$ cat src/can_signal_field_codec_unit_macros.svh
// ----------------------------------------------------------------------------
// CAN signal field codec: assertion macros
// Shared concurrent assertion forms, clocked on i_clk, off during reset.
// ----------------------------------------------------------------------------
`ifndef CAN_SIGNAL_FIELD_CODEC_UNIT_MACROS_SVH
`define CAN_SIGNAL_FIELD_CODEC_UNIT_MACROS_SVH

// same-cycle implication
`define CSFC_ASSERT_NOW(label, ante, cons) \
    label: assert property (@(posedge i_clk) disable iff (!i_rst_n) (ante) |-> (cons)) \
        else $error("csfc assertion failed");

// next-cycle implication
`define CSFC_ASSERT_NEXT(label, ante, cons) \
    label: assert property (@(posedge i_clk) disable iff (!i_rst_n) (ante) |=> (cons)) \
        else $error("csfc assertion failed");

`endif

$ cat src/csfc_pkg.sv
// ----------------------------------------------------------------------------
// CAN signal field codec package
// Shared constants, register indexes, types and helpers.
// ----------------------------------------------------------------------------
`default_nettype none

package csfc_pkg;

    localparam int FRAME_BYTES = 8;
    localparam int FRAME_BITS  = FRAME_BYTES * 8;
    localparam logic [63:0] FRAME_MASK = {64{1'b1}} >> (64 - FRAME_BITS);

    localparam int CFG_IDX_W  = 3;
    localparam int CFG_DATA_W = 48;

    localparam logic [CFG_IDX_W-1:0] REG_SIG_START  = 3'd0;
    localparam logic [CFG_IDX_W-1:0] REG_BIT_LENGTH = 3'd1;
    localparam logic [CFG_IDX_W-1:0] REG_MOTOROLA   = 3'd2;
    localparam logic [CFG_IDX_W-1:0] REG_SIGNED     = 3'd3;
    localparam logic [CFG_IDX_W-1:0] REG_SCALE      = 3'd4;
    localparam logic [CFG_IDX_W-1:0] REG_OFFSET     = 3'd5;

    localparam logic MODE_EXTRACT = 1'b0;
    localparam logic MODE_INSERT  = 1'b1;

    localparam int QDEPTH = 4;
    localparam int QPTR_W = $clog2(QDEPTH);
    localparam int QCNT_W = $clog2(QDEPTH + 1);

    typedef struct packed {
        logic [5:0]         sig_start;
        logic [6:0]         bit_length;
        logic               motorola_order;
        logic               signed_field;
        logic [31:0]        scale_q16;
        logic signed [47:0] offset_q16;
    } t_cfg;

    typedef struct packed {
        logic        mode;
        logic [63:0] frame_out;
        logic [63:0] raw;
        logic        neg;
        logic [63:0] mag;
    } t_item;

    function automatic logic [63:0] rev64(input logic [63:0] a);
        logic [63:0] r;
        for (int k = 0; k < 64; k++) begin
            r[k] = a[63-k];
        end
        return r;
    endfunction

endpackage

`default_nettype wire

$ cat src/csfc_queue.sv
// ----------------------------------------------------------------------------
// CAN signal field codec: item queue
// Short first-in first-out store between the front end and the scaler.
// ----------------------------------------------------------------------------
`default_nettype none

`include "can_signal_field_codec_unit_macros.svh"

module csfc_queue (
    input  wire                  i_clk,
    input  wire                  i_rst_n,
    input  wire                  i_push,
    input  wire csfc_pkg::t_item i_item,
    output logic                 o_full,
    input  wire                  i_pop,
    output logic                 o_not_empty,
    output csfc_pkg::t_item      o_item
);
    import csfc_pkg::*;

    t_item             r_mem [QDEPTH];
    logic [QPTR_W-1:0] r_wptr, n_wptr;
    logic [QPTR_W-1:0] r_rptr, n_rptr;
    logic [QCNT_W-1:0] r_count, n_count;
    logic              do_pop;

    assign o_full      = (r_count == QCNT_W'(QDEPTH));
    assign o_not_empty = (r_count != '0);
    assign o_item      = r_mem[r_rptr];
    assign do_pop      = i_pop && o_not_empty;

    always_comb begin
        n_wptr  = i_push ? QPTR_W'(r_wptr + 1'b1) : r_wptr;
        n_rptr  = do_pop ? QPTR_W'(r_rptr + 1'b1) : r_rptr;
        n_count = r_count;
        if (i_push && !do_pop) begin
            n_count = QCNT_W'(r_count + 1'b1);
        end else if (!i_push && do_pop) begin
            n_count = QCNT_W'(r_count - 1'b1);
        end
    end

    always_ff @(posedge i_clk) begin
        if (!i_rst_n) begin
            r_wptr  <= '0;
            r_rptr  <= '0;
            r_count <= '0;
        end else begin
            r_wptr  <= n_wptr;
            r_rptr  <= n_rptr;
            r_count <= n_count;
        end
    end

    always_ff @(posedge i_clk) begin
        if (i_push) begin
            r_mem[r_wptr] <= i_item;
        end
    end

    `CSFC_ASSERT_NOW(a_no_push_when_full, i_push, !o_full)
    `CSFC_ASSERT_NEXT(a_push_only_grows, i_push && !do_pop, r_count == $past(r_count) + 1'b1)
    `CSFC_ASSERT_NOW(a_ptrs_track_count, r_count == '0, r_wptr == r_rptr)

endmodule

`default_nettype wire

$ cat config.mk
export PLATFORM = sky130hd
export DESIGN_NAME = csfc_queue
export DESIGN_NICKNAME = d
export VERILOG_FILES = /design/src/csfc_pkg.sv /design/src/csfc_queue.sv
export VERILOG_INCLUDE_DIRS = /design/src /design/src/src
export SDC_FILE = /design/constraint.sdc
export NUM_CORES = 1
export LEC_CHECK = 0
export ABC_AREA = 1
export BUFFER_PORTS_ARGS = -buffer_cell sky130_fd_sc_hd__buf_2
export CAP_MARGIN = 20
export CORE_UTILIZATION = 52
export DETAILED_ROUTE_END_ITERATION = 10
export PLACE_DENSITY = 0.76
export SLEW_MARGIN = 20
export SYNTH_ARGS = -nofsm -noshare
export SYNTH_HDL_FRONTEND = slang
export SYNTH_SLANG_ARGS = --single-unit
$ cat constraint.sdc
create_clock -name i_clk -period 4.67 [get_ports i_clk]
set_input_delay 0.2335 -clock i_clk [delete_from_list [all_inputs] [get_ports i_clk]]
set_output_delay 0.2335 -clock i_clk [all_outputs]
set_load 0.005 [all_outputs]
# == After elaboration in Yosys (flattened, before gate mapping) ==
# Memory sizes are Yosys's and may differ from the RTL's. A register that Yosys moved wholly into a read port is not among the register bits.
# Cells that the tools add are included.
# op_classes
addsub,4
eq_ne,1
muxes,6
n_reduce_logical,7
# ops
cell,count
3-bit 2-to-1 mux,2
"2-bit by 1-bit adder with 2-bit output, second input constant",2
2-bit 2-to-1 mux,2
"3-bit by 1-bit adder with 3-bit output, second input constant",1
"3-bit == test, second input constant",1
1-bit logical AND,3
3-bit nonzero test,1
"3-bit by 1-bit subtractor with 3-bit output, second input constant",1
1-bit logical NOT,2
1-bit 2-to-1 mux,2
2-bit nonzero test,1
# totals
reg_bits,7
ram_bits,776
input_bits,198
output_inout_bits,196
elab_cells,22
n_memories,1
# memory_table
name,depth,width,read_ports,rd_clocked_by_memory_dff,write_ports,line,text
r_mem,4,194,1,1,1,csfc_queue.sv:21,t_item r_mem [QDEPTH];

# == Longest topological paths before layout ==
# Gate-level depths: netlist of run 1.
# depth
ltp_word,5
ltp_mapped,12
depth_no_buf,12

# == Least setup slack after synthesis of run 1 ==
# No wires, ideal clock.
# synth_path
path_kind,register to register
start,register r_wptr[0]
end,"memory r_mem[2][0] (netlist bit), enable pin"
setup_time_ps,546
t_arrival_ps,4313
required_ps,4124
setup_slack_ps,-189
path_stages_with_launch,5
path_buffers,0
period_less_slack_ps,4859
cell_sequence,dfxtp_1 inv_1 ha_1 nand2_1 inv_1
# synth_lines
element,line,text
"start, declared",csfc_queue.sv:22,"logic [QPTR_W-1:0] r_wptr, n_wptr;"
"start signal, assigned",csfc_queue.sv:49,r_wptr <= n_wptr;
"end, declared",csfc_queue.sv:21,
# No word-level cell before the write port.

==> results of run 1 <==
==> power by group through the flow <==
stage          logic [mW]  clock network [mW]  registers [mW]
6_report             3.58                5.97            8.21
5_1_grt              3.89                6.33            8.23
3_5_place_dp         3.35                   0            8.35
4_1_cts              3.52                6.02            8.21
3_3_place_gp         3.24                   0            8.34
2_1_floorplan        1.93                   0            8.32
==> synth_stat cells (all sizes together) <==
cell | number | share of area, %
a21oi | 5 | 0.086
buf | 70 | 1.3
clkbuf | 57 | 0.74
dfxtp | 9 | 0.62
edfxtp | 776 | 80
fa | 1 | 0.069
ha | 5 | 0.22
inv | 16 | 0.22
nand2 | 15 | 0.19
nand3 | 3 | 0.052
nor2 | 394 | 5.1
nor3 | 1 | 0.017
o21ai | 391 | 6.8
o22ai | 194 | 4.2
xor2 | 1 | 0.030
==> registers in the layout (all words and copies together) (netlist names), named ones only <==
name / flops
r_rptr: 2
r_wptr: 2
r_mem: 776
r_count: 3
==> worst register-to-register path: stages (launching register included) <==
cell and delay, ns:
dfxtp_1 0.36, inv_1 0.09, ha_1 0.18, nand2_1 0.11, clkinvlp_4 0.80, buf_12 0.59
==> cell families after synthesis <==
| kind of cell | synth area share, % |
|---|---|
| flops | 81.0 |
| compound gates | 11.0 |
| fa+ha+maj | 0.285 |
| buf+inv | 2.29 |
| simple gates | 5.36 |
| xor+xnor | 0.0302 |
==> how the worst max path moves through the flow <==
stage | start | endpoint | depth (start not counted)
floorplan | r_wptr[0]$_SDFFE_PN0P_ | r_mem[0][0]$_DFFE_PP_ | 4
global placement | flop | o_item[115] | 5
detailed placement | flop | o_item[105] | 5
CTS | flop | o_item[105] | 5
global route | flop | o_item[104] | 5
finish | flop | o_item[131] | 5
==> through the flow <==
stage | area, sq um | cells | utilization [%] | setup WS (ns) | power (mW)
floorplan | 29000 | 1938 | - | 0.702 | 10.2
global placement | 31600 | 2970 | 57.4 | 2.08 | 11.6
detailed placement | 31600 | 2970 | 57.4 | 1.98 | 11.7
CTS | 36000 | 3306 | 65.4 | 1.33 | 17.7
global route | 36000 | 3310 | 65.4 | 1.08 | 18.5
finish | 36000 | 3310 | 65.4 | 1.24 | 17.8
==> cells in the final DEF, fill, tap and decap left out, drive strengths merged <==
cell and n:
nand2 15, clkinv 33, clkinvlp 5, nand3 3
o22ai 194, o21ai 391, ha 5, clkbuf 97
inv 15, a21oi 5, dfxtp 9, xor2 1
dlygate4sd3 197, diode 4, edfxtp 776, bufinv 5
nor2 394, buf 411, fa 1, nor3 1
==> cell type report <==
cell class              instances  area [sq um]
diodes                          4          10.0
clock buffers                  97          2090
clock inverters                42           350
fillers                      3725         19100
inverters                      16          90.1
multi-input cells            1010          4840
flip-flops and latches        785         23500
well taps                     748           936
repair buffers                608          4210
==> routing by layer <==
metal  track usage, %  up-vias
met3             4.89      153
li1                 -     8472
met1             28.5     9359
met2             41.8      935
met4             10.2        2
met5                0        -
==> metrics.yaml, run 1 <==
outcome:
  status: "complete, no violations"
clock_tree:
  post_cts_buffers: 0
  cts_sinks: 785
  postCtsHoldBufs: 197
  cts_root_buffer: "clkbuf_16"
  cts_tree: "built"
  cts_buffers: 77
  post_cts_resized: 0
  h-tree-depth: 3
  clkLatencyLatePin_ns: 0.60
  path_clk_slew_ns: 0.06
  clockBufferDepth: 3
drt:
  first_iter_violations: 1658
  dr_wl_met2_um: 35500
  met1_length_um: 25700
  dr_total_vias: 18900
  wl_per_cell_um: 20.8
  detail_route.vias_per_cell: 5.72
  routed_wl_um: 69000
  routed.top_layer: "met5"
  post-route-drc-count: 0
  met3_length_um: 5530
  drt_first_pass_iters: 6
  detail-route-antenna-nets: 0
timing:
  drv_slew: 0
  rsz0062_at_grt: "false"
  fin_crit_sh_pct: 73.4
  clock_skew_ns: 0.0331
  worst_pin_slew_ns: 1.04
  slew_headroom_pct: 30.8
  fmax_ghz: 0.292
  hold_viol: 0
  final-setup-viol-count: 0
  fin_tns_setup_ns: 0
  whs_ns: 0.377
  final.min_clock_period_ns: 3.43
grt:
  grt_max_degree: 217
  antenna_found_initial: 5
  overflow: 0
  grt_pass1_vias: 19400
  grt_util_all_layers_pct: 23.8
  grt_pass1_wl_um: 104000
critical_path:
  cp-end-kind: "output pin"
  crit_buf_inv: 3
  cp_top_family: "buffers and inverters"
  worstPathCellList: "clkinv_8 > buf_4 > o21ai_0 > o22ai_1 > buf_2"
  ff2ff_path_depth: 5
  reg2reg_from: "r_wptr[1]$_SDFFE_PN0P_"
  path_max_fanout: 133
  rrSetupSlack_ns: 2.08
  cp.required_ns: 4.44
  critical_path_arrival_ns: 3.19
  critPathLaunchType: "flop"
  cp_slowest_cell: "dfxtp_4"
  timing.rr.end: "r_mem[1][110]$_DFFE_PP_"
  setup.worst_path.class: "flop to output pin"
  cp_slowest_stage_delay_ns: 0.69
synthesis:
  yosys_warnings: 0
  netlist_instances: 1938
  synth_seq_area_share_pct: 81.0
  synth.avg_cell_area_sq_um: 15.0
  yosysUniqueCellTypes: 20
  synth_fp_nets: 2142
  syn_area_sq_mm: 0.0290
  ys_ff_latch: 785
pwr:
  p_sw_mw: 4.96
  comb_power_share_pct: 20.1
  swShare_pct: 28.0
  power_density_mw_per_mm2: 493
  p_clk_share_pct: 33.6
  ir_drop_v: 0.000404
  power_frac_seq_pct: 46.2
  leakage_nw: 12.6
  internal_power_mw: 12.8
place:
  portBuffers: 393
  finalWeightedCongestion: 0.748
  dp_hpwl_um: 35200
finish:
  nets: 2702
  drive_above_1_share_pct: 20.7
  syn2layout_area_growth_pct: 24.2
floorplan:
  die_w_um: 238
  start_util_pct: 52.6
  core_area_sq_mm: 0.0551
  rows: 86
  die_area_sq_mm: 0.0567
  die_y_um: 238
  ioPinCount: 394
min_path:
  worstHoldStart: "i_item[159]"
  min_to: "r_mem[2][159]$_DFFE_PP_"
  hold_class: "input pin to flop"
  whs_path_depth: 2
run:
  max_cap_viol_count: 0
(Power assumes the default switching activity.)
==> run 2: changes to the inputs <==
CORE_UTILIZATION = 57   (was 52)
PLACE_DENSITY = 0.79   (was 0.76)
clock period = 3.5 ns   (was 4.67 ns; I/O delays follow)
==> run 2 against run 1 <==
  * Clock power up 36%
  * Utilization increased by 6.7 points
  * Count of clock-buffer cells in the layout unchanged
  * Worst setup slack got worse by 0.59 ns
  * Worst hold slack got worse by 0.073 ns
  * Combinational power up 37%
  * Non-clock buffer count up 14
  * Sequential share of layout area fell by 0.22 points
  * Flip-flop and latch count is the same
  * Critical endpoint is now o_item[32]
  * Largest power group unchanged
==> metrics.yaml, run 2 (synthesis gave the netlist of run 1 again) <==
drt:
  drt_first_pass_iters: 6  # unchanged
  routed.top_layer: "met4"  # was met5
  dr_total_vias: 19100  # was 18,900
  detail_route.vias_per_cell: 5.87  # was 5.72
  detail-route-antenna-nets: 0  # unchanged
  met3_length_um: 5960  # was 5530 um
  met1_length_um: 25900  # was 25,700 um
  routed_wl_um: 70700  # was 69,000 um
  wl_per_cell_um: 21.7  # was 20.8 um
  first_iter_violations: 1728  # was 1,658
  dr_wl_met2_um: 36000  # was 35,500 um
  post-route-drc-count: 0  # unchanged
timing:
  final.min_clock_period_ns: 2.84
  worst_pin_slew_ns: 1.09  # was 1.04 ns
  fin_crit_sh_pct: 81.2
  fmax_ghz: 0.352
  hold_viol: 0  # unchanged
  final-setup-viol-count: 0  # unchanged
  slew_headroom_pct: 27.1  # was 30.8%
  drv_slew: 0  # unchanged
  whs_ns: 0.304  # was 0.377 ns
  rsz0062_at_grt: "false"  # unchanged
  clock_skew_ns: 0.0120  # was 0.0331 ns
clock_tree:
  clkLatencyLatePin_ns: 0.62  # was 0.60 ns
  h-tree-depth: 3  # unchanged
  postCtsHoldBufs: 197  # unchanged
  cts_tree: "built"  # unchanged
  post_cts_buffers: 0  # unchanged
  post_cts_resized: 0  # unchanged
  clockBufferDepth: 3  # unchanged
  path_clk_slew_ns: 0.07  # was 0.06 ns
  cts_buffers: 75  # was 77
  cts_root_buffer: "clkbuf_16"  # unchanged
  cts_sinks: 785  # unchanged
critical_path:
  worstPathCellList: "clkinv_8 > buf_4 > o21ai_0 > o22ai_1 > buf_2"  # unchanged
  critical_path_arrival_ns: 2.67  # was 3.19 ns
  crit_buf_inv: 3  # unchanged
  cp-end-kind: "output pin"  # unchanged
  crit_cells: 5  # unchanged
  cp_slowest_cell: "buf_4"  # was dfxtp_4
  setup.worst_path.class: "flop to output pin"  # unchanged
  cp_slowest_stage_delay_ns: 0.47  # was 0.69 ns
  path_max_fanout: 137  # was 133
  ff2ff_path_depth: 5  # unchanged
  critPathLaunchType: "flop"  # unchanged
  cp.required_ns: 3.32  # was 4.44 ns
  cp_top_family: "buffers and inverters"  # unchanged
finish:
  fin_util_pct: 72.0  # was 65.4%
  nets: 2714  # was 2,702
  drive_above_1_share_pct: 21.4  # was 20.7%
  top_regs: "r_mem: 776 flops, r_count: 3 flops"  # unchanged
  final_common_cell: "edfxtp_1"  # unchanged
  max_flop_register: "r_mem"  # unchanged
  final_cell_mix: "edfxtp_1 (776), nor2_1 (394), buf_2 (393)"  # unchanged
  largest_reg_flops: 776  # unchanged
  syn2layout_area_growth_pct: 24.7  # was 24.2%
grt:
  grt_max_degree: 207  # was 217
  antenna_found_initial: 12  # was 5
  grt_pass1_wl_um: 105000  # was 104,000 um
  grt_util_all_layers_pct: 26.8  # was 23.8%
  grt_pass1_vias: 19500  # was 19,400
  overflow: 0  # unchanged
pwr:
  power_density_mw_per_mm2: 662  # was 493 mW/mm^2
  power_mw: 23.9  # was 17.8 mW
  ir_drop_v: 0.00149  # was 0.000404 V
  leakage_nw: 12.7  # was 12.6 nW
floorplan:
  core_area_sq_mm: 0.0502  # was 0.0551 sq mm
  die_w_um: 228  # was 238 um
  start_util_pct: 57.8  # was 52.6%
  rows: 82  # was 86
  ioPinCount: 394  # unchanged
  die_y_um: 228  # was 238 um
  die_area_sq_mm: 0.0518  # was 0.0567 sq mm
min_path:
  hold_class: "input pin to flop"  # unchanged
  whs_path_depth: 2  # unchanged
place:
  dp_hpwl_um: 35900  # was 35,200 um
  portBuffers: 393  # unchanged
  finalWeightedCongestion: 0.783  # was 0.748
run:
  max_cap_viol_count: 0  # unchanged
outcome:
  status: "complete, no violations"  # unchanged
[run 2: cell types whose count changed in the layout (fill, tap and decap cells not counted), sizes merged]
cell	change
bufinv	+3
diode	+8
buf	+14
clkinv	-6
inv	+1
[run 2: routing by layer]
layer  vias up  GRT usage (%)
met2      1026           46.1
li1       8497              -
met1      9393           31.7
met4         0           13.7
met3       198           6.26
met5         -              0
[run 2: final cells by class]
type                            instances  area [sq um]
Tap cell                              672           841
Clock inverter                         40           437
Antenna cell                           12          30.0
Inverter                               16          90.1
Sequential cell                       785         23500
Fill cell                            2896         14000
Multi-Input combinational cell       1010          4860
Timing Repair Buffer                  622          4380
Clock buffer                           97          2010
[run 2: power by group]
part / total (mW) / switching (mW) / internal, mW
Combinational: 4.92 / 3.19 / 1.73
Clock: 8.09 / 3.41 / 4.68
Sequential: 10.9 / 0.151 / 10.8
[run 2: worst paths after layout]
kind,startpoint,endpoint,slack (ns)
hold / removal,i_item[170],r_mem[1][170]$_DFFE_PP_,0.30
setup reg to reg,r_wptr[0]$_SDFFE_PN0P_,r_mem[3][74]$_DFFE_PP_,1.38
setup / recovery,flop,o_item[32],0.66
hold reg to reg,r_wptr[1]$_SDFFE_PN0P_,r_wptr[1]$_SDFFE_PN0P_,0.51
[run 2: metrics by stage]
stage / instances / cell area (sq um) / setup TNS (ns) / setup WS, ns
2_1_floorplan: 1938 / 29000 / -292.09 / -0.387
3_3_place_gp: 2908 / 31700 / 0 / 1.39
3_5_place_dp: 2908 / 31700 / 0 / 1.39
4_1_cts: 3242 / 36100 / 0 / 0.801
5_1_grt: 3253 / 36100 / 0 / 0.538
6_report: 3254 / 36100 / 0 / 0.658
==> run 3: changes to the inputs <==
clock period = 2.9 ns   (was 3.5 ns; I/O delays follow)
==> run 3 against run 2 <==
  * Critical path type unchanged
  * Highest routed layer unchanged
  * Wire length rose by 5.0%
  * Clock skew rose by 0.0063 ns
  * Non-clock buffer count increased by 9
  * Combinational power increased by 24%
  * Global-route usage increased by 1.1 points
  * Sequential share of layout area decreased by 0.065 points
  * Cell area grew 0.10%
  * Critical path depth shrank 1
  * Clock power up 19%
  * First-iteration DRC count is 13% higher
  * Largest cell class unchanged
==> metrics.yaml, run 3 (synthesis gave the netlist of run 1 again) <==
min_path:
  hold_class: "input pin to flop"  # unchanged
  whs_path_depth: 2  # unchanged
drt:
  detail_route.vias_per_cell: 5.98  # was 5.87
  post-route-drc-count: 0  # unchanged
  dr_total_vias: 19500  # was 19,100
  first_iter_violations: 1946  # was 1,728
  dr_wl_met2_um: 37900  # was 36,000 um
  routed_wl_um: 74200  # was 70,700 um
  routed.top_layer: "met4"  # unchanged
  drt_first_pass_iters: 5  # was 6
  met3_length_um: 6720  # was 5960 um
  met1_length_um: 26400  # was 25,900 um
  detail-route-antenna-nets: 0  # unchanged
  wl_per_cell_um: 22.8  # was 21.7 um
critical_path:
  crit_buf_inv: 2  # was 3
  setup.worst_path.class: "flop to output pin"  # unchanged
  cp_top_family: "buffers and inverters"  # unchanged
  critical_path_arrival_ns: 2.56  # was 2.67 ns
  path_max_fanout: 168  # was 137
  cp_slowest_stage_delay_ns: 0.54  # was 0.47 ns
  ff2ff_path_depth: 5  # unchanged
  cp.required_ns: 2.76  # was 3.32 ns
  worstPathCellList: "buf_12 > o21ai_0 > o22ai_1 > buf_2"  # was clkinv_8 > buf_4 > o21ai_0 > o22ai_1 > buf_2
  crit_cells: 4  # was 5
  cp_slowest_cell: "dfxtp_4"  # was buf_4
  critPathLaunchType: "flop"  # unchanged
  cp-end-kind: "output pin"  # unchanged
grt:
  grt_pass1_vias: 20000  # was 19,500
  grt_util_all_layers_pct: 27.9  # was 26.8%
  grt_max_degree: 169  # was 207
  grt_pass1_wl_um: 109000  # was 105,000 um
  antenna_found_initial: 6  # was 12
  overflow: 0  # unchanged
pwr:
  leakage_nw: 12.7  # about the same
  power_density_mw_per_mm2: 800  # was 662 mW/mm^2
  power_frac_seq_pct: 45.6  # was 45.7%
  p_clk_share_pct: 33.2  # was 33.8%
  comb_power_share_pct: 21.1  # was 20.6%
  swShare_pct: 28.3  # was 28.2%
  internal_power_mw: 20.7  # was 17.2 mW
  ir_drop_v: 0.000895  # was 0.00149 V
  p_sw_mw: 8.18  # was 6.75 mW
clock_tree:
  path_clk_slew_ns: 0.06  # was 0.07 ns
  clockBufferDepth: 3  # unchanged
  h-tree-depth: 3  # unchanged
  clkLatencyLatePin_ns: 0.61  # was 0.62 ns
  cts_buffers: 76  # was 75
  cts_sinks: 785  # unchanged
  cts_tree: "built"  # unchanged
  post_cts_buffers: 0  # unchanged
  cts_root_buffer: "clkbuf_16"  # unchanged
finish:
  final_common_cell: "edfxtp_1"  # unchanged
  nets: 2724  # was 2,714
  top_regs: "r_mem: 776 flops, r_count: 3 flops"  # unchanged
  stdcell_count: 3258  # was 3,254
  syn2layout_area_growth_pct: 24.8  # was 24.7%
  fin_util_pct: 72.1  # was 72.0%
  final_cell_mix: "edfxtp_1 (776), nor2_1 (394), buf_2 (393)"  # unchanged
  n_fill_cell: 2882  # was 2,896
  drive_above_1_share_pct: 21.4  # about the same
  largest_reg_flops: 776  # unchanged
  max_flop_register: "r_mem"  # unchanged
place:
  dp.cells: 2917  # was 2,908
  dp_hpwl_um: 37700  # was 35,900 um
  portBuffers: 393  # unchanged
  finalWeightedCongestion: 0.776  # was 0.783
timing:
  final.min_clock_period_ns: 2.71
  rsz0062_at_grt: "false"  # unchanged
  clock_skew_ns: 0.0183  # was 0.0120 ns
  whs_ns: 0.294  # was 0.304 ns
  worst_pin_slew_ns: 1.01  # was 1.09 ns
  drv_slew: 0  # unchanged
  fmax_ghz: 0.369
  fin_crit_sh_pct: 93.3
  slew_headroom_pct: 32.8  # was 27.1%
  final-setup-viol-count: 0  # unchanged
  hold_viol: 0  # unchanged
floorplan:
  die_w_um: 228  # unchanged
  die_area_sq_mm: 0.0518  # unchanged
  die_y_um: 228  # unchanged
  core_area_sq_mm: 0.0502  # unchanged
  ioPinCount: 394  # unchanged
  rows: 82  # unchanged
  start_util_pct: 57.8  # unchanged
outcome:
  status: "complete, no violations"  # unchanged
run:
  max_cap_viol_count: 0  # unchanged
run 3: metrics by stage:
step                      instance area [sq um]  setup TNS, ns  setup slack [ns]  total power, mW
after floorplan                           29000        -757.69            -0.987             16.5
after global placement                    31800              0             0.855             18.8
after detailed placement                  31800              0             0.835             19.0
after CTS                                 36200              0             0.241             28.7
after global routing                      36200              0            0.0795             30.0
final                                     36200              0             0.193             28.9
run 3: cell type report:
| class | count | area, sq um | area share [%] |
|---|---|---|---|
| multi-input cells | 1010 | 4860 | 13.4 |
| repair buffers | 631 | 4480 | 12.4 |
| diodes | 7 | 17.5 | 0.0484 |
| clock buffers | 109 | 2100 | 5.80 |
| well taps | 672 | 841 | 2.32 |
| flip-flops and latches | 785 | 23500 | 64.9 |
| clock inverters | 28 | 288 | 0.795 |
| inverters | 16 | 93.8 | 0.259 |
run 3: timing repair:
item,4_1_cts,5_1_grt
resized for setup,0,1
endpoints found under the setup margin,0,2
hold buffers,197,0
hold endpoints to repair,785,0
run 3: worst paths after layout:
check	startpoint	slack (ns)	end
setup reg to reg	r_wptr[0]$_SDFFE_PN0P_	0.85	r_mem[0][173]$_DFFE_PP_
hold / removal	i_item[24]	0.29	r_mem[0][24]$_DFFE_PP_
hold reg to reg	r_wptr[1]$_SDFFE_PN0P_	0.51	r_wptr[1]$_SDFFE_PN0P_
setup / recovery	flop	0.19	o_item[16]
run 3: power groups by stage:
| stage | registers [mW] | logic (mW) | clock network [mW] |
|---|---|---|---|
| after global placement | 13.4 | 5.41 | 0 |
| after detailed placement | 13.4 | 5.62 | 0 |
| final | 13.2 | 6.11 | 9.62 |
| after floorplan | 13.4 | 3.11 | 0 |
| after global routing | 13.2 | 6.62 | 10.1 |
| after CTS | 13.2 | 5.94 | 9.62 |
run 3: per-layer routing:
layer | track usage [%] | up-vias
li1 | - | 8537
met1 | 32.8 | 9633
met2 | 48.1 | 1105
met3 | 7.19 | 223
met4 | 13.0 | 0
met5 | 0 | -
run 3: worst register-to-register path, cell delays in order (launching register included):
cell        delay [ns]
dfxtp_2           0.36
inv_2             0.06
ha_2              0.18
nand2_2           0.07
clkinvlp_4        0.61
buf_4             0.50
